==> src/design/esu_pkg.sv <==
// Shared types and constants of the escape sequence unescaper.
package esu_pkg;

  // Characters of an escape still being collected, and replay list depth.
  localparam int unsigned HELD_DEPTH   = 5;
  localparam int unsigned HELD_AW      = $clog2(HELD_DEPTH);
  localparam int unsigned HELD_CW      = $clog2(HELD_DEPTH + 1);
  localparam int unsigned REPLAY_DEPTH = 4;
  localparam int unsigned REPLAY_CW    = $clog2(REPLAY_DEPTH + 1);
  localparam int unsigned MAX_RESULTS  = 4;
  localparam int unsigned RES_CW       = $clog2(MAX_RESULTS + 1);
  localparam int unsigned QUEUE_DEPTH  = 2;
  localparam int unsigned QUEUE_AW     = $clog2(QUEUE_DEPTH);
  localparam int unsigned QUEUE_CW     = $clog2(QUEUE_DEPTH + 1);
  localparam int unsigned HEX_DIGITS   = 2;
  localparam int unsigned UNI_DIGITS   = 4;
  localparam int unsigned CP_W         = 4 * UNI_DIGITS;

  // ASCII codes the decoder reacts to.
  localparam logic [7:0] ASC_BSL   = 8'h5C;
  localparam logic [7:0] ASC_ZERO  = 8'h30;
  localparam logic [7:0] ASC_THREE = 8'h33;
  localparam logic [7:0] ASC_X     = 8'h78;
  localparam logic [7:0] ASC_U     = 8'h75;
  localparam logic [7:0] ASC_E     = 8'h65;
  localparam logic [7:0] ASC_N     = 8'h6E;
  localparam logic [7:0] ASC_T     = 8'h74;
  localparam logic [7:0] ASC_DIG0  = 8'h30;
  localparam logic [7:0] ASC_DIG9  = 8'h39;
  localparam logic [7:0] ASC_LA    = 8'h61;
  localparam logic [7:0] ASC_LF    = 8'h66;
  localparam logic [7:0] ASC_UA    = 8'h41;
  localparam logic [7:0] ASC_UF    = 8'h46;

  // Bytes produced by the named escapes.
  localparam logic [7:0] BYTE_ESC = 8'h1B;
  localparam logic [7:0] BYTE_NL  = 8'h0A;
  localparam logic [7:0] BYTE_TAB = 8'h09;

  // UTF-8 encoding limits and marker bits.
  localparam logic [CP_W-1:0] UTF8_ONE_MAX = 16'h007F;
  localparam logic [CP_W-1:0] UTF8_TWO_MAX = 16'h07FF;
  localparam logic [7:0]      UTF8_LEAD2   = 8'hC0;
  localparam logic [7:0]      UTF8_LEAD3   = 8'hE0;
  localparam logic [7:0]      UTF8_CONT    = 8'h80;

  typedef enum logic [3:0] {
    CLS_OTHER,
    CLS_BSL,
    CLS_ZERO,
    CLS_THREE,
    CLS_X,
    CLS_U,
    CLS_E,
    CLS_N,
    CLS_T
  } chr_cls_e;

  // One character together with its classification.
  typedef struct packed {
    logic [7:0] code;
    chr_cls_e   cls;
    logic       hex_ok;
    logic [3:0] nib;
  } char_t;

  typedef struct packed {
    char_t ch;
    logic  last;
  } item_t;

  typedef struct packed {
    logic [7:0] out_byte;
    logic       byte_valid;
    logic       run_last;
    logic       string_end;
    logic       hex_error;
  } res_t;

endpackage

==> src/design/esu_in_if.sv <==
// Input channel of the unescaper: one character per beat.
interface esu_in_if;
  logic       valid;
  logic       ready;
  logic [7:0] in_byte;
  logic       in_last;

  modport source (output valid, output in_byte, output in_last, input ready);
  modport sink   (input valid, input in_byte, input in_last, output ready);
endinterface

==> src/design/esu_out_if.sv <==
// Output channel of the unescaper: one decoded result per beat.
interface esu_out_if;
  logic       valid;
  logic       ready;
  logic [7:0] out_byte;
  logic       byte_valid;
  logic       run_last;
  logic       string_end;
  logic       hex_error;

  modport source (output valid, output out_byte, output byte_valid, output run_last,
                  output string_end, output hex_error, input ready);
  modport sink   (input valid, input out_byte, input byte_valid, input run_last,
                  input string_end, input hex_error, output ready);
endinterface

==> src/design/esu_front.sv <==
// Front end: takes input beats and classifies each character.
module esu_front (
  esu_in_if.sink          in_i,
  output logic            push_valid_o,
  output esu_pkg::item_t  push_item_o,
  input  logic            push_ready_i
);

  esu_pkg::chr_cls_e cls;
  logic              hex_ok;
  logic [3:0]        nib;
  logic [7:0]        c;

  assign c = in_i.in_byte;

  always_comb begin
    unique case (c)
      esu_pkg::ASC_BSL:   cls = esu_pkg::CLS_BSL;
      esu_pkg::ASC_ZERO:  cls = esu_pkg::CLS_ZERO;
      esu_pkg::ASC_THREE: cls = esu_pkg::CLS_THREE;
      esu_pkg::ASC_X:     cls = esu_pkg::CLS_X;
      esu_pkg::ASC_U:     cls = esu_pkg::CLS_U;
      esu_pkg::ASC_E:     cls = esu_pkg::CLS_E;
      esu_pkg::ASC_N:     cls = esu_pkg::CLS_N;
      esu_pkg::ASC_T:     cls = esu_pkg::CLS_T;
      default:            cls = esu_pkg::CLS_OTHER;
    endcase
  end

  // Letters a-f and A-F carry their value minus nine in the low nibble.
  always_comb begin
    hex_ok = 1'b0;
    nib    = c[3:0];
    if (c >= esu_pkg::ASC_DIG0 && c <= esu_pkg::ASC_DIG9) begin
      hex_ok = 1'b1;
    end else if ((c >= esu_pkg::ASC_LA && c <= esu_pkg::ASC_LF) ||
                 (c >= esu_pkg::ASC_UA && c <= esu_pkg::ASC_UF)) begin
      hex_ok = 1'b1;
      nib    = 4'(c[3:0] + 4'd9);
    end
  end

  assign push_valid_o        = in_i.valid;
  assign in_i.ready          = push_ready_i;
  assign push_item_o.ch.code   = c;
  assign push_item_o.ch.cls    = cls;
  assign push_item_o.ch.hex_ok = hex_ok;
  assign push_item_o.ch.nib    = nib;
  assign push_item_o.last      = in_i.in_last;

endmodule

==> src/design/esu_queue.sv <==
// Short queue of classified characters between the front and back ends.
module esu_queue (
  input  logic            clk_i,
  input  logic            rst_ni,
  input  logic            push_valid_i,
  input  esu_pkg::item_t  push_item_i,
  output logic            push_ready_o,
  output logic            pop_valid_o,
  output esu_pkg::item_t  pop_item_o,
  input  logic            pop_ready_i
);

  esu_pkg::item_t                    mem_q [esu_pkg::QUEUE_DEPTH];
  logic [esu_pkg::QUEUE_AW-1:0]      wr_ptr_q, wr_ptr_d;
  logic [esu_pkg::QUEUE_AW-1:0]      rd_ptr_q, rd_ptr_d;
  logic [esu_pkg::QUEUE_CW-1:0]      cnt_q, cnt_d;
  logic                              do_push, do_pop;

  assign push_ready_o = (cnt_q != esu_pkg::QUEUE_CW'(esu_pkg::QUEUE_DEPTH));
  assign pop_valid_o  = (cnt_q != '0);
  assign pop_item_o   = mem_q[rd_ptr_q];
  assign do_push      = push_valid_i && push_ready_o;
  assign do_pop       = pop_valid_o && pop_ready_i;

  always_comb begin
    wr_ptr_d = wr_ptr_q;
    rd_ptr_d = rd_ptr_q;
    cnt_d    = cnt_q;
    if (do_push) begin
      wr_ptr_d = (wr_ptr_q == esu_pkg::QUEUE_AW'(esu_pkg::QUEUE_DEPTH - 1)) ? '0 :
                 esu_pkg::QUEUE_AW'(wr_ptr_q + 1'b1);
    end
    if (do_pop) begin
      rd_ptr_d = (rd_ptr_q == esu_pkg::QUEUE_AW'(esu_pkg::QUEUE_DEPTH - 1)) ? '0 :
                 esu_pkg::QUEUE_AW'(rd_ptr_q + 1'b1);
    end
    if (do_push && !do_pop) begin
      cnt_d = esu_pkg::QUEUE_CW'(cnt_q + 1'b1);
    end else if (do_pop && !do_push) begin
      cnt_d = esu_pkg::QUEUE_CW'(cnt_q - 1'b1);
    end
  end

  always_ff @(posedge clk_i or negedge rst_ni) begin
    if (!rst_ni) begin
      wr_ptr_q <= '0;
      rd_ptr_q <= '0;
      cnt_q    <= '0;
    end else begin
      wr_ptr_q <= wr_ptr_d;
      rd_ptr_q <= rd_ptr_d;
      cnt_q    <= cnt_d;
    end
  end

  always_ff @(posedge clk_i) begin
    if (do_push) begin
      mem_q[wr_ptr_q] <= push_item_i;
    end
  end

endmodule

==> src/design/esu_back.sv <==
// Back end: decode sequencer, result grouping and output register.
module esu_back (
  input  logic            clk_i,
  input  logic            rst_ni,
  input  logic            q_valid_i,
  input  esu_pkg::item_t  q_item_i,
  output logic            q_ready_o,
  esu_out_if.source       out_o
);

  typedef enum logic {S_IDLE, S_RUN} state_e;
  typedef enum logic [2:0] {M_PLAIN, M_BSL, M_ZERO, M_HEX, M_UNI} mode_e;

  state_e                          state_q, state_d;
  mode_e                           mode_q, mode_d;
  logic [esu_pkg::HELD_CW-1:0]     hcnt_q, hcnt_d;
  logic [esu_pkg::REPLAY_CW-1:0]   rlen_q, rlen_d;
  logic                            last_q, last_d;
  logic [1:0]                      emit_q, emit_d;
  logic [esu_pkg::RES_CW-1:0]      pcnt_q, pcnt_d;
  logic                            pend_vld_q, pend_vld_d;
  logic                            out_vld_q, out_vld_d;
  esu_pkg::res_t                   out_q, out_d;
  esu_pkg::res_t                   pend_q, pend_d;
  logic [esu_pkg::CP_W-1:0]        ucp_q, ucp_d;
  esu_pkg::char_t                  held_q [esu_pkg::HELD_DEPTH];
  esu_pkg::char_t                  held_d [esu_pkg::HELD_DEPTH];
  esu_pkg::char_t                  rep_q  [esu_pkg::REPLAY_DEPTH];
  esu_pkg::char_t                  rep_d  [esu_pkg::REPLAY_DEPTH];

  esu_pkg::char_t                  head;
  esu_pkg::char_t                  digs [esu_pkg::UNI_DIGITS];
  logic [esu_pkg::CP_W-1:0]        hv;
  logic                            hrun;
  logic                            uni;
  logic                            can_enq;
  logic                            push, enq, q_ready;
  esu_pkg::res_t                   push_res, enq_res;

  assign head    = rep_q[0];
  assign uni     = (mode_q == M_UNI);
  assign can_enq = !out_vld_q || out_o.ready;

  // Value of the leading hex digits of a finishing \x or \u escape.
  always_comb begin
    digs[0] = held_q[2];
    for (int k = 1; k < esu_pkg::UNI_DIGITS; k++) begin
      digs[k] = head;
    end
    if (uni) begin
      digs[1] = held_q[3];
      digs[2] = held_q[4];
    end
    hv   = '0;
    hrun = 1'b1;
    for (int k = 0; k < esu_pkg::UNI_DIGITS; k++) begin
      if (k < (uni ? esu_pkg::UNI_DIGITS : esu_pkg::HEX_DIGITS) && hrun && digs[k].hex_ok) begin
        hv = {hv[esu_pkg::CP_W-5:0], digs[k].nib};
      end else begin
        hrun = 1'b0;
      end
    end
  end

  always_comb begin
    state_d    = state_q;
    mode_d     = mode_q;
    hcnt_d     = hcnt_q;
    rlen_d     = rlen_q;
    last_d     = last_q;
    emit_d     = emit_q;
    pcnt_d     = pcnt_q;
    pend_vld_d = pend_vld_q;
    pend_d     = pend_q;
    ucp_d      = ucp_q;
    out_vld_d  = out_vld_q;
    out_d      = out_q;
    held_d     = held_q;
    rep_d      = rep_q;
    push       = 1'b0;
    push_res   = '0;
    enq        = 1'b0;
    enq_res    = '0;
    q_ready    = 1'b0;

    unique case (state_q)
      S_IDLE: begin
        q_ready = 1'b1;
        if (q_valid_i) begin
          rep_d[0] = q_item_i.ch;
          rlen_d   = esu_pkg::REPLAY_CW'(1);
          last_d   = q_item_i.last;
          state_d  = S_RUN;
        end
      end
      S_RUN: begin
        if (can_enq) begin
          priority if (emit_q != 2'd0) begin
            // Trailing continuation bytes of a UTF-8 sequence.
            push                = 1'b1;
            push_res.byte_valid = 1'b1;
            push_res.out_byte   = (emit_q == 2'd2) ?
                                  (esu_pkg::UTF8_CONT | {2'b00, ucp_q[11:6]}) :
                                  (esu_pkg::UTF8_CONT | {2'b00, ucp_q[5:0]});
            emit_d              = 2'(emit_q - 2'd1);
          end else if (rlen_q != '0) begin
            // Feed the head of the replay list; by default it is consumed.
            for (int k = 0; k < esu_pkg::REPLAY_DEPTH - 1; k++) begin
              rep_d[k] = rep_q[k + 1];
            end
            rlen_d              = esu_pkg::REPLAY_CW'(rlen_q - 1'b1);
            push_res.byte_valid = 1'b1;
            unique case (mode_q)
              M_PLAIN: begin
                if (head.cls == esu_pkg::CLS_BSL) begin
                  held_d[0] = head;
                  hcnt_d    = esu_pkg::HELD_CW'(1);
                  mode_d    = M_BSL;
                end else begin
                  push              = 1'b1;
                  push_res.out_byte = head.code;
                end
              end
              M_BSL: begin
                if (head.cls == esu_pkg::CLS_ZERO || head.cls == esu_pkg::CLS_X ||
                    head.cls == esu_pkg::CLS_U) begin
                  held_d[1] = head;
                  hcnt_d    = esu_pkg::HELD_CW'(2);
                  mode_d    = (head.cls == esu_pkg::CLS_ZERO) ? M_ZERO :
                              (head.cls == esu_pkg::CLS_X)    ? M_HEX  : M_UNI;
                end else begin
                  mode_d = M_PLAIN;
                  hcnt_d = '0;
                  push   = 1'b1;
                  unique case (head.cls)
                    esu_pkg::CLS_E: push_res.out_byte = esu_pkg::BYTE_ESC;
                    esu_pkg::CLS_N: push_res.out_byte = esu_pkg::BYTE_NL;
                    esu_pkg::CLS_T: push_res.out_byte = esu_pkg::BYTE_TAB;
                    default:        push_res.out_byte = head.code;
                  endcase
                end
              end
              M_ZERO: begin
                if (head.cls == esu_pkg::CLS_THREE) begin
                  if (hcnt_q >= esu_pkg::HELD_CW'(3)) begin
                    mode_d            = M_PLAIN;
                    hcnt_d            = '0;
                    push              = 1'b1;
                    push_res.out_byte = esu_pkg::BYTE_ESC;
                  end else begin
                    held_d[hcnt_q[esu_pkg::HELD_AW-1:0]] = head;
                    hcnt_d = esu_pkg::HELD_CW'(hcnt_q + 1'b1);
                  end
                end else begin
                  // Broken \033: emit the zero, then replay a held '3' and
                  // this character as plain input.
                  mode_d            = M_PLAIN;
                  hcnt_d            = '0;
                  push              = 1'b1;
                  push_res.out_byte = esu_pkg::ASC_ZERO;
                  if (hcnt_q == esu_pkg::HELD_CW'(3)) begin
                    rep_d[0] = held_q[2];
                    for (int k = 1; k < esu_pkg::REPLAY_DEPTH; k++) begin
                      rep_d[k] = rep_q[k - 1];
                    end
                    rlen_d = esu_pkg::REPLAY_CW'(rlen_q + 1'b1);
                  end else begin
                    rep_d  = rep_q;
                    rlen_d = rlen_q;
                  end
                end
              end
              M_HEX, M_UNI: begin
                if (hcnt_q < esu_pkg::HELD_CW'((uni ? esu_pkg::UNI_DIGITS :
                                                      esu_pkg::HEX_DIGITS) + 1)) begin
                  held_d[hcnt_q[esu_pkg::HELD_AW-1:0]] = head;
                  hcnt_d = esu_pkg::HELD_CW'(hcnt_q + 1'b1);
                end else begin
                  mode_d = M_PLAIN;
                  hcnt_d = '0;
                  push   = 1'b1;
                  ucp_d  = hv;
                  if (!digs[0].hex_ok) begin
                    push_res.byte_valid = 1'b0;
                    push_res.hex_error  = 1'b1;
                  end else if (!uni || hv <= esu_pkg::UTF8_ONE_MAX) begin
                    push_res.out_byte = hv[7:0];
                  end else if (hv <= esu_pkg::UTF8_TWO_MAX) begin
                    push_res.out_byte = esu_pkg::UTF8_LEAD2 | {3'b000, hv[10:6]};
                    emit_d            = 2'd1;
                  end else begin
                    push_res.out_byte = esu_pkg::UTF8_LEAD3 | {4'b0000, hv[15:12]};
                    emit_d            = 2'd2;
                  end
                end
              end
              default: begin
                mode_d = M_PLAIN;
                hcnt_d = '0;
              end
            endcase
          end else if (last_q && hcnt_q != '0) begin
            // End of string inside an escape: emit its letter (or a lone backslash)
            // literally and replay the characters held after it.
            mode_d              = M_PLAIN;
            hcnt_d              = '0;
            push                = 1'b1;
            push_res.byte_valid = 1'b1;
            if (hcnt_q == esu_pkg::HELD_CW'(1)) begin
              push_res.out_byte = esu_pkg::ASC_BSL;
            end else begin
              push_res.out_byte = held_q[1].code;
              for (int k = 0; k < esu_pkg::REPLAY_DEPTH; k++) begin
                if (k + 2 < esu_pkg::HELD_DEPTH) begin
                  rep_d[k] = held_q[k + 2];
                end
              end
              rlen_d = esu_pkg::REPLAY_CW'(hcnt_q - esu_pkg::HELD_CW'(2));
            end
          end else begin
            // Byte finished: release the held result as the last of its run.
            if (pend_vld_q) begin
              enq                = 1'b1;
              enq_res            = pend_q;
              enq_res.run_last   = 1'b1;
              enq_res.string_end = last_q;
            end else if (last_q) begin
              enq                = 1'b1;
              enq_res.run_last   = 1'b1;
              enq_res.string_end = 1'b1;
            end
            pend_vld_d = 1'b0;
            pcnt_d     = '0;
            q_ready    = 1'b1;
            if (q_valid_i) begin
              rep_d[0] = q_item_i.ch;
              rlen_d   = esu_pkg::REPLAY_CW'(1);
              last_d   = q_item_i.last;
            end else begin
              state_d = S_IDLE;
            end
          end
        end
      end
      default: state_d = S_IDLE;
    endcase

    // Each new result pushes the previous one out; beyond the limit they drop.
    if (push && pcnt_q < esu_pkg::RES_CW'(esu_pkg::MAX_RESULTS)) begin
      if (pend_vld_q) begin
        enq     = 1'b1;
        enq_res = pend_q;
      end
      pend_d     = push_res;
      pend_vld_d = 1'b1;
      pcnt_d     = esu_pkg::RES_CW'(pcnt_q + 1'b1);
    end

    if (enq) begin
      out_vld_d = 1'b1;
      out_d     = enq_res;
    end else if (out_o.ready) begin
      out_vld_d = 1'b0;
    end
  end

  always_ff @(posedge clk_i or negedge rst_ni) begin
    if (!rst_ni) begin
      state_q    <= S_IDLE;
      mode_q     <= M_PLAIN;
      hcnt_q     <= '0;
      rlen_q     <= '0;
      last_q     <= 1'b0;
      emit_q     <= 2'd0;
      pcnt_q     <= '0;
      pend_vld_q <= 1'b0;
      out_vld_q  <= 1'b0;
      out_q      <= '0;
    end else begin
      state_q    <= state_d;
      mode_q     <= mode_d;
      hcnt_q     <= hcnt_d;
      rlen_q     <= rlen_d;
      last_q     <= last_d;
      emit_q     <= emit_d;
      pcnt_q     <= pcnt_d;
      pend_vld_q <= pend_vld_d;
      out_vld_q  <= out_vld_d;
      out_q      <= out_d;
    end
  end

  always_ff @(posedge clk_i) begin
    held_q <= held_d;
    rep_q  <= rep_d;
    pend_q <= pend_d;
    ucp_q  <= ucp_d;
  end

  assign q_ready_o        = q_ready;
  assign out_o.valid      = out_vld_q;
  assign out_o.out_byte   = out_q.out_byte;
  assign out_o.byte_valid = out_q.byte_valid;
  assign out_o.run_last   = out_q.run_last;
  assign out_o.string_end = out_q.string_end;
  assign out_o.hex_error  = out_q.hex_error;

endmodule

==> src/design/escape_sequence_unescaper.sv <==
// Top level of the backslash escape decoder with UTF-8 output.
//
// The block takes a string one character per input beat, with in_last set on
// the final character, and emits the unescaped bytes one per output beat. It
// decodes \033 and \e to ESC, \n, \t, a doubled backslash, \xHH to one byte
// and \uHHHH to one, two or three UTF-8 bytes; \x and \u always take two or
// four characters and use their leading hex digits. A \x or \u whose first
// character is not hex gives one beat with hex_error set and byte_valid
// clear. Any other escaped character is passed through. When the string ends
// inside an escape, the escape letter is emitted literally and the held
// characters are decoded again; a lone trailing backslash is copied. Each
// input character yields zero to four result beats, and the last beat of its
// run carries run_last; the final beat of a string carries string_end, and a
// final character that produced nothing yields one beat with byte_valid
// clear. A front end classifies incoming characters into a two-entry queue,
// so input is taken while the back end works. The back end is a sequencer
// that handles one character or produces one result per cycle, but a full
// output register that is not drained stalls it. Each character is first
// fed from the replay list, then its held result is released as the next
// character is taken; from idle a character is loaded first. Extra UTF-8
// bytes, characters that a broken \033 decodes again and, at the end of a
// string, each flush of a cut-short escape and each replayed held character
// are further steps. There is no clearing pass after reset.
module escape_sequence_unescaper (
  input  logic       clk_i,
  input  logic       rst_ni,
  esu_in_if.sink     in_i,
  esu_out_if.source  out_o
);

  logic            fq_valid;
  logic            fq_ready;
  esu_pkg::item_t  fq_item;
  logic            qb_valid;
  logic            qb_ready;
  esu_pkg::item_t  qb_item;

  // Classification of each incoming beat.
  esu_front u_front (
    .in_i         (in_i),
    .push_valid_o (fq_valid),
    .push_item_o  (fq_item),
    .push_ready_i (fq_ready)
  );

  // Decouples the input side from the decode sequencer.
  esu_queue u_queue (
    .clk_i        (clk_i),
    .rst_ni       (rst_ni),
    .push_valid_i (fq_valid),
    .push_item_i  (fq_item),
    .push_ready_o (fq_ready),
    .pop_valid_o  (qb_valid),
    .pop_item_o   (qb_item),
    .pop_ready_i  (qb_ready)
  );

  // Escape decoding, result grouping and the output register.
  esu_back u_back (
    .clk_i     (clk_i),
    .rst_ni    (rst_ni),
    .q_valid_i (qb_valid),
    .q_item_i  (qb_item),
    .q_ready_o (qb_ready),
    .out_o     (out_o)
  );

endmodule
==> src/flat_wrapper.sv <==
// flat-port wrapper written by rule: the top's interface ports become plain ports
module escape_sequence_unescaper_flat 
  (clk_i, rst_ni, in_i_valid, in_i_in_byte, in_i_in_last, in_i_ready, out_o_valid, out_o_out_byte, out_o_byte_valid, out_o_run_last, out_o_string_end, out_o_hex_error, out_o_ready);
  esu_in_if in_i_i ();
  esu_out_if out_o_i ();
  input  logic clk_i;
  input  logic rst_ni;
  input wire logic [$bits(in_i_i.valid)-1:0] in_i_valid;
  input wire logic [$bits(in_i_i.in_byte)-1:0] in_i_in_byte;
  input wire logic [$bits(in_i_i.in_last)-1:0] in_i_in_last;
  output wire logic [$bits(in_i_i.ready)-1:0] in_i_ready;
  output wire logic [$bits(out_o_i.valid)-1:0] out_o_valid;
  output wire logic [$bits(out_o_i.out_byte)-1:0] out_o_out_byte;
  output wire logic [$bits(out_o_i.byte_valid)-1:0] out_o_byte_valid;
  output wire logic [$bits(out_o_i.run_last)-1:0] out_o_run_last;
  output wire logic [$bits(out_o_i.string_end)-1:0] out_o_string_end;
  output wire logic [$bits(out_o_i.hex_error)-1:0] out_o_hex_error;
  input wire logic [$bits(out_o_i.ready)-1:0] out_o_ready;
  assign in_i_i.valid = in_i_valid;
  assign in_i_i.in_byte = in_i_in_byte;
  assign in_i_i.in_last = in_i_in_last;
  assign in_i_ready = in_i_i.ready;
  assign out_o_valid = out_o_i.valid;
  assign out_o_out_byte = out_o_i.out_byte;
  assign out_o_byte_valid = out_o_i.byte_valid;
  assign out_o_run_last = out_o_i.run_last;
  assign out_o_string_end = out_o_i.string_end;
  assign out_o_hex_error = out_o_i.hex_error;
  assign out_o_i.ready = out_o_ready;
  escape_sequence_unescaper u_core (.clk_i(clk_i), .rst_ni(rst_ni), .in_i(in_i_i), .out_o(out_o_i));
endmodule
==> config.mk <==
export PLATFORM = sky130hd
export DESIGN_NAME = escape_sequence_unescaper_flat
export DESIGN_NICKNAME = d
export VERILOG_FILES = /design/src/design/esu_pkg.sv /design/src/design/esu_in_if.sv /design/src/design/esu_out_if.sv /design/src/design/esu_front.sv /design/src/design/esu_queue.sv /design/src/design/esu_back.sv /design/src/design/escape_sequence_unescaper.sv /design/src/flat_wrapper.sv
export SDC_FILE = /design/constraint.sdc
export NUM_CORES = 1
export LEC_CHECK = 0
export ABC_AREA = 1
export ABC_CLOCK_PERIOD_IN_PS = 4500
export BUFFER_PORTS_ARGS = -buffer_cell sky130_fd_sc_hd__buf_4
export CAP_MARGIN = 20
export CORE_MARGIN = 4
export CORE_UTILIZATION = 55
export DETAILED_ROUTE_END_ITERATION = 7
export PLACE_DENSITY = 0.77
export SLEW_MARGIN = 20
export SYNTH_ARGS = -nofsm -noshare
export SYNTH_HDL_FRONTEND = slang
export SYNTH_SLANG_ARGS = --single-unit
export TNS_END_PERCENT = 20
==> constraint.sdc <==
create_clock -name clk_i -period 4.5 [get_ports clk_i]
set_input_delay 0 -clock clk_i [delete_from_list [all_inputs] [get_ports clk_i]]
set_output_delay 0 -clock clk_i [all_outputs]
set_load 0.02 [all_outputs]
Word level (Yosys, flattened, before mapping)
Memory sizes are Yosys's and may differ from the RTL's.
Cells that the tools add are included.
{"block": "word_totals", "ff_bits": 209, "mem_bits_rw": 36, "input_bits": 13, "elab_cells": 353, "n_memories": 1}
{"memory": "u_core.u_queue.mem_q", "words": 2, "word_bits": 18, "rd": 1, "rd_ports_with_merged_regs": 0, "write_ports": 1, "line_no": "esu_queue.sv:13", "text": "esu_pkg::item_t mem_q [esu_pkg::QUEUE_DEPTH];"}
{"block": "classes", "add_sub_neg": 12, "n_lt_le_gt_ge": 17, "n_eq_ne": 45, "mux": 156, "n_bitwise": 8, "reduce_logical": 57}
{"operator": "68-bit two-way mux", "n": 5}
{"operator": "85-bit two-way mux", "n": 3}
{"operator": "17-bit two-way mux", "n": 6}
{"operator": "51-bit two-way mux", "n": 2}
{"operator": "17-bit case mux with 3 select lines", "n": 2}
{"operator": "51-bit case mux with 2 select lines", "n": 1}
{"operator": "12-bit two-way mux", "n": 8}
{"operator": "3-bit two-way mux", "n": 29}
{"operator": "85-bit bitwise mux", "n": 1}
{"operator": "1-bit by 32-bit < comparator with 1-bit output, first input constant", "n": 2}
{"operator": "2-bit by 32-bit < comparator with 1-bit output, first input constant", "n": 2}
{"operator": "8-bit two-way mux", "n": 7}
{"operator": "1-bit two-way mux", "n": 54}
{"operator": "17-bit demux with 3-bit select", "n": 1}
{"operator": "8-bit by 7-bit equality test with 1-bit output, second input constant", "n": 6}
{"operator": "9-bit two-way mux", "n": 5}
{"operator": "34-bit two-way mux", "n": 1}
{"operator": "17-bit case mux with 2 select lines", "n": 1}
{"operator": "4-bit case mux with 8 select lines", "n": 1}
{"operator": "8-bit case mux with 4 select lines", "n": 1}
{"operator": "2-bit two-way mux", "n": 12}
{"operator": "2-bit inequality test, second input constant", "n": 12}
{"operator": "3-bit case mux with 4 select lines", "n": 2}
{"operator": "8-bit case mux with 3 select lines", "n": 1}
{"operator": "other kinds (56)", "n": 130}

Depth between registers and ports, before layout
Gate-level depths: netlist of the first run.
{"block": "logic_depth", "ltp_word": 22, "ltp_mapped": 21, "mapped_depth_nobuf": 20}

Hierarchy
Synthesis of the first run repeated with hierarchy kept, for this count alone.
{"block": "unflattened", "hier_cells": 1174, "hier_area_um2": 11164.5}
{"module": "esu_back", "instances": 1, "cells_each": 964, "area_per_inst_um2": 9105.0, "seq_area_each_um2": 5225.0}
{"module": "esu_queue", "instances": 1, "cells_each": 122, "area_per_inst_um2": 1566.5, "seq_area_each_um2": 1181.1}
{"module": "esu_front", "instances": 1, "cells_each": 88, "area_per_inst_um2": 493.0, "seq_area_each_um2": 0.0}

Worst setup path before layout of the first run
Ideal clock, no wire load.
{"block": "synth_timing", "kind": "reg2reg", "startpoint": "register u_core.u_back.emit_q[1]", "endpoint": "register u_core.u_back.rep_q[17] (netlist name) (enable)", "setup_time_ns": 0.469, "t_arrival_ns": 3.772, "path_slack_ns": 0.259, "stages_incl_launch_ff": 9, "n_path_buf": 1, "cell_sequence": "dfrtp_1 clkbuf_1 nor2_1 inv_1 nor2_1 inv_1 a21oi_1 o31ai_1 nor3_1"}
{"block": "synth_via", "elab_chain_cells": 3}
{"element": "start: declaration", "line_no": "esu_back.sv:19", "text": "logic [1:0] emit_q, emit_d;"}
{"element": "start signal: assignment", "line_no": "esu_back.sv:285", "text": "emit_q <= emit_d;"}
{"element": "2-bit nonzero test", "line_no": "esu_back.sv:98", "text": "priority if (emit_q != 2'd0) begin"}
{"element": "1-bit NOT (no line)"}
{"element": "6-bit AND reduction (no line)"}
{"element": "end signal: assignment", "line_no": "esu_back.sv:295", "text": "rep_q <= rep_d;"}
{"element": "end: declaration", "line_no": "esu_back.sv:28", "text": "esu_pkg::char_t rep_q [esu_pkg::REPLAY_DEPTH];"}
Every way passes these cells.
A chain may end at the register's enable or synchronous reset.

==> results of run 1 <==
==> registers in the layout, indices dropped and copies added, names as in the netlist, 8 cells and up <==
register and count:
u_core.u_back.digs 34, u_core.u_back.held_q 42, u_core.u_back.out_o.out_byte 8, u_core.u_back.pend_q 10
u_core.u_back.rep_q 51, u_core.u_back.ucp_q 12, u_core.u_queue.mem_q 36
==> worst max-delay path, delay by kind of cell (launching register included) <==
kind	cells	cell delay (ns)
AO/OA/AOI/OAI	2	0.46
buffers and inverters	3	1.00
flip-flops	1	0.58
AND/OR/NAND/NOR	4	0.92
==> layout make-up <==
type | count | area share [%]
Sequential cell | 219 | 53.6
Tap cell | 260 | 2.72
Clock buffer | 29 | 5.18
Clock inverter | 12 | 0.941
Multi-Input combinational cell | 708 | 30.4
Inverter | 107 | 3.36
Timing Repair Buffer | 56 | 3.89
==> stage by stage <==
step	hold WS, ns	utilization [%]	cell area, sq um
floorplan	-0.296	-	10600
global placement	-0.0282	58.8	11100
detailed placement	-0.0191	58.8	11100
CTS	0.212	63.5	12000
global route	0.239	63.5	12000
finish	0.234	63.5	12000
==> power by group <==
part | internal (uW) | switching (uW)
sequential | 3160 | 548
clock | 1090 | 759
combinational | 967 | 2220
==> cells in the final DEF (no fill, tap or decap), types with 5 or more instances in the layout <==
cell type,netlist,layout
nor2_1,80,78
nand3_1,105,105
inv_1,96,96
dfrtp_1,34,34
dlygate4sd3_1,0,13
nand4_1,7,7
o22ai_1,7,7
o21ai_0,66,66
o311ai_0,13,13
clkinv_1,1,8
o21ai_1,5,5
clkbuf_1,27,5
o211ai_1,22,22
ha_1,18,18
nor2_2,6,8
clkbuf_16,0,24
a31oi_1,8,8
inv_2,10,10
nand2_1,265,265
a21oi_1,48,48
nor3_1,7,6
edfxtp_1,185,185
buf_4,0,42
==> final timing paths <==
check | cells past startpoint | slack (ns) | to
setup / recovery | 9 | 1.25 | u_core.u_back.digs[13]
hold / removal | 2 | 0.23 | u_core.u_queue.mem_q[0][17]
setup reg to reg | 9 | 1.25 | u_core.u_back.digs[13]
hold reg to reg | 0 | 0.45 | u_core.u_back.rep_q[3]
max in group asynchronous | 4 | 3.69 | u_core.u_back.out_o.out_byte[7]
min in group asynchronous | 3 | 0.43 | u_core.u_back.out_o.byte_valid
==> routing by layer <==
layer  GRT usage (%)  up-vias  wire [um]
met2            37.7      421      12100
met1            37.4     3930      11500
li1                -     3822          -
met3            2.96       45       2280
met5               0        -          0
met4            7.90        0        727
==> cells by family (layout without fill, tap and decap cells) <==
logic type	count (synthesis)	count (layout)	share of synthesized area (%)
buffers and inverters	145	204	5.35
AOI/OAI and AO/OA	190	190	10.9
DFF	219	219	60.5
and+or+nand+nor	494	494	20.7
adders and majority gates	18	18	2.13
xor gates and xnor gates	6	6	0.496
==> metrics, run 1 <==
Net Count, Synth=1,103; Synth Flop Type=edfxtp_1; hold_buf cts=14; GRT overflow=0; vias in the first global route=7,703; CP dominant cell by count=inv_1; hold_sp=in_i_in_byte[7]; vias per cell=5.91; clk_lat worst skew=0.52 ns; Ports=27; Slew HR=36.4%; Mean Syn Cell Area=9.88 sq um; Post-synth EDFFs=185; Power, Total=8750 uW; crit path max fanout=35; Setup violations, final=0; total track usage=24.7%; CP arrival=3.49 ns; pin count of the biggest net entering global routing=37; Area growth, synth to finish=13.0%; Slowest Stage Delay on Critical Path=0.58 ns; beginning of the critical path=u_core.u_back.digs[8]; Final WS setup=1.25 ns; Cell Area, Synth=10,600 sq um; Netlist cell types=52; clk sinks=219; RSZ-0062 raised after global routing=false; Final Cycle Share=72.2%; setup TNS=0 ns; CTS tree=built; cts bufs inserted=24; count leader, synth=nand2_1; H-tree depth=1; Worst VDD drop=0.000459 V; RePlAce Congestion=0.995; Async SR Flop Fraction=15.5%; Yosys warnings=0; core footprint=18,800 sq um; Initial Util=56.2%; Cells after Synth=1,072; final WL=26,600 um; worst-case clock buffer depth=3; Final HPWL DP=18,000 um; Clock Skews=0.0133 ns; slowest CP cell=edfxtp_1; Peak Freq=0.308 GHz; die width=147 um; Cell Count Post-Placement=1,336; Setup WS pre-CTS=1.34 ns; Seq. cell area=6410 sq um; FF+latch count, synth=219; Seq/Total Area, Yosys=60.5%; CP Launch Type=flip-flop; Fin. Hold Viols=0; crit path time final=3.25 ns; layout cell share with drive strength beyond 1=10.3%; clock root cell=clkbuf_16; DR iter-0 viols=979; area of the multi-input gates=3630 sq um; initial antenna violation count=0; Filler cells=1,479; top post-synthesis cells by count=265 x nand2_1, 185 x edfxtp_1, 105 x nand3_1; diode count=0; leakage=0.00487 uW; top-area cell type share of the netlist area=52.5%; worst slew pin tran=0.951 ns; per-cell routed wire length=19.1 um; Final Max Slew Viols=0; CP required=4.74 ns; status=complete, no violations; Max Cap Violations=0; drt drc=0; Initial DRT Pass Iterations=6; Port-buffer cells=26; Post-CTS Setup Bufs=0; Final ANT Viol Nets=0; top cells by area, synth=edfxtp_1 52%, nand2_1 9.4%, dfrtp_1 8.0%; final std cells w/o fill=1,391; Core Rows=50; CP Class=reg2reg; crit-path cells=nor2_1 -> nand3_1 -> nand2_1 -> inv_1 -> nor2_2 -> buf_4 -> inv_1 -> o211ai_1 -> a21oi_1; total die area=21,500 sq um; post-synth top area cell=edfxtp_1; Power Density=731 nW/um^2; first-pass GRT wire length=42,400 um; Worst Setup End Kind=flip-flop; Hold Path Class=in2reg; post-CTS resize count=0; die height=147 um; Reg clk slew, reported paths=0.06 ns; nets=1,147; origin of the critical flop-to-flop path=u_core.u_back.digs[8]; Vias=8,218
No activity file was read; power rests on OpenSTA's default activity.
==> run 2, diff against run 1 <==
Settings changed: ABC_AREA 1 to 0, ABC_CLOCK_PERIOD_IN_PS 4500 to 3080, PLACE_DENSITY 0.77 to 0.75.
Clock period 4.5 ns to 3.08 ns, I/O delays scaled along.
==> metrics, run 2 <==
status=complete, no violations; Final HPWL DP=19,600 um; first-pass GRT wire length=45,200 um; die height=150 um; Setup violations, final=0; Seq/Total Area, Yosys=58.0%; RR Endpoint=u_core.u_back.held_q[1]; Ports=27; drt drc=0; FF+latch count, synth=219; NetSw=5340 uW; Flop pwr share=39.5%; Post-synth EDFFs=185; slowest CP cell=or3b_1; most common cell after layout, fill and taps aside=edfxtp_1; Reg2Reg Depth=10; CTS tree=built; CP required=3.31 ns; Hold Path Class=in2reg; Reg clk slew, reported paths=0.06 ns; pin count of the biggest net entering global routing=60; Seq. cell area=6410 sq um; final instance area=12,800 sq um; final WL=28,600 um; count leader, synth=edfxtp_1; Max Cap Violations=0; GRT overflow=0; max reg flops=51; Cells after Synth=1,026; Clock Skews=0.0149 ns; clock root cell=clkbuf_16; Async SR Flop Fraction=15.5%; diode count=0; die width=150 um; commonest cells after routing, fill and taps aside=185 x edfxtp_1, 111 x nor2_1, 104 x nand2_1; Slowest Stage Delay on Critical Path=0.49 ns; Initial DRT Pass Iterations=6; Worst VDD drop=0.000704 V; Worst Setup End Kind=flip-flop; worst slew pin tran=0.804 ns; Top Registers=u_core.u_back.rep_q: 51 flops, u_core.u_back.held_q: 42 flops, u_core.u_queue.mem_q: 36 flops; H-tree depth=1; Mean Syn Cell Area=10.8 sq um; origin of the critical flop-to-flop path=u_core.u_back.mode_q[1]; area of the multi-input gates=4320 sq um; vias in the first global route=7,928; vias per cell=6.23; core footprint=19,600 sq um; switch share=38.7%; per-cell routed wire length=21.1 um; crit-path cells=or3b_1 -> inv_4 -> ha_4 -> a21o_1 -> a21o_1 -> a21oi_1 -> a21oi_1 -> or3_4 -> nor3b_4 -> buf_12; total track usage=25.8%; Final ANT Viol Nets=0; leakage=0.00500 uW; nets=1,102; Netlist cell types=65; Fin. Hold Viols=0; Initial Util=56.3%; DR iter-0 viols=994; Net Count, Synth=1,057; setup TNS=0 ns; CP arrival=3.14 ns; clk sinks=219; CP endpoint=u_core.u_back.held_q[1]; Power, Total=13,800 uW; clock group share of total power=21.1%; beginning of the critical path=u_core.u_back.mode_q[1]; Final Max Slew Viols=0; worst-case clock buffer depth=3; Area growth, synth to finish=15.7%; Filler cells=1,535; total die area=22,400 sq um; Post-CTS Setup Bufs=0; Cell Area, Synth=11,000 sq um; Power Density=1080 nW/um^2; layout cell share with drive strength beyond 1=12.0%; crit path time final=2.90 ns; Synth Flop Type=edfxtp_1; Slew HR=46.4%; Combinational Power Share=39.4%; top cells by area, synth=edfxtp_1 50%, dfrtp_1 7.7%, nor2_1 3.8%; placement-stage cell area=11,800 sq um; Largest Register=u_core.u_back.rep_q; Peak Freq=0.344 GHz; Core Rows=51; top-area cell type share of the netlist area=50.3%; Yosys warnings=0; CP Class=reg2reg; Vias=8,441; crit path max fanout=17; Final Cycle Share=94.3%; top post-synthesis cells by count=185 x edfxtp_1, 112 x nor2_1, 105 x nand2_1; clk_lat worst skew=0.53 ns; CP Launch Type=flip-flop; RSZ-0062 raised after global routing=false; Cell Int Power=8450 uW; Port-buffer cells=26; post-synth top area cell=edfxtp_1; RePlAce Congestion=0.982; cts bufs inserted=24; internal reg-to-reg setup slack=0.18 ns; initial antenna violation count=0
## run 2: cell types whose count changed after synthesis, sizes merged, moves of 18 or more
cell / previous run / this run
inv: 106 / 33
mux2i: 0 / 40
and3: 0 / 19
a211oi: 3 / 22
nand3: 109 / 51
clkbuf: 28 / 57
o211ai: 22 / 4
o21ai: 72 / 46
nand2: 273 / 105
a31oi: 8 / 33
nor2: 90 / 112
## run 2: cell families (layout without fill, tap and decap cells)
logic type      Yosys count  after routing  share of synthesized area [%]
simple gates            382            382                           16.6
compound gates          252            252                           15.0
flops                   219            219                           58.0
buf+inv                 101            164                           3.51
mux                      45             45                           4.14
fa+ha+maj                18             18                           2.04
xor+xnor                  9              9                          0.714
## run 2: power groups by stage
stage          logic [uW]  registers (uW)  clock network [uW]
3_5_place_dp         5340            5470                   0
3_3_place_gp         5250            5440                   0
2_1_floorplan        3690            5150                   0
4_1_cts              5380            5420                2970
5_1_grt              5940            5540                3090
6_report             5430            5450                2910
## run 2: final cells by class
type / count / area share (%)
timing repair buffer: 87 / 6.05
multi-input combinational: 706 / 33.8
sequential: 219 / 50.2
clock inverter: 10 / 1.21
inverter: 33 / 0.990
clock buffer: 34 / 5.15
tap: 265 / 2.60
## run 2: worst min path at each step
| stage | start | to | slack, ns | depth (start not counted) |
|---|---|---|---|---|
| global route | in_i_in_last | u_core.u_queue.mem_q[1][0] | 0.22 | 2 |
| global placement | rst_ni | u_core.u_back.out_o.out_byte[1] | -0.03 | 1 |
| detailed placement | rst_ni | u_core.u_back.out_o.out_byte[1] | -0.03 | 1 |
| floorplan | rst_ni | u_core.u_back.emit_q[0] | -0.30 | 0 |
| finish | in_i_in_last | u_core.u_queue.mem_q[0][0] | 0.21 | 2 |
| CTS | in_i_in_last | u_core.u_queue.mem_q[1][0] | 0.19 | 2 |
## run 2: worst max-delay path, delay by kind of cell, from the launching register on
family / cells / cell delay [ns]
simple gates: 3 / 1.10
fa+ha+maj: 1 / 0.19
compound gates: 4 / 0.63
buf+inv: 2 / 0.32
flops: 1 / 0.37
## run 2: metal layers
layer / vias up / part of all wire, % / global-route usage (%)
li1: 3909 / - / -
met1: 4094 / 45 / 39.7
met2: 400 / 44 / 38.8
met3: 38 / 8.8 / 4.63
met4: 0 / 1.8 / 5.49
met5: - / 0 / 0
## run 2: through the flow
stage	std cells	setup slack, ns	hold WS, ns	utilization (%)
2_1_floorplan	1026	-0.0995	-0.296	-
3_3_place_gp	1296	0.170	-0.0305	60.3
3_5_place_dp	1296	0.102	-0.0257	60.3
4_1_cts	1354	0.0931	0.190	65.2
5_1_grt	1354	0.00547	0.221	65.2
6_report	1354	0.176	0.208	65.2
## run 2: timing repair
item,CTS,global route
setup endpoints to repair,0,15
resized for setup,0,1
hold endpoints to repair,71,0
hold buffers,14,0
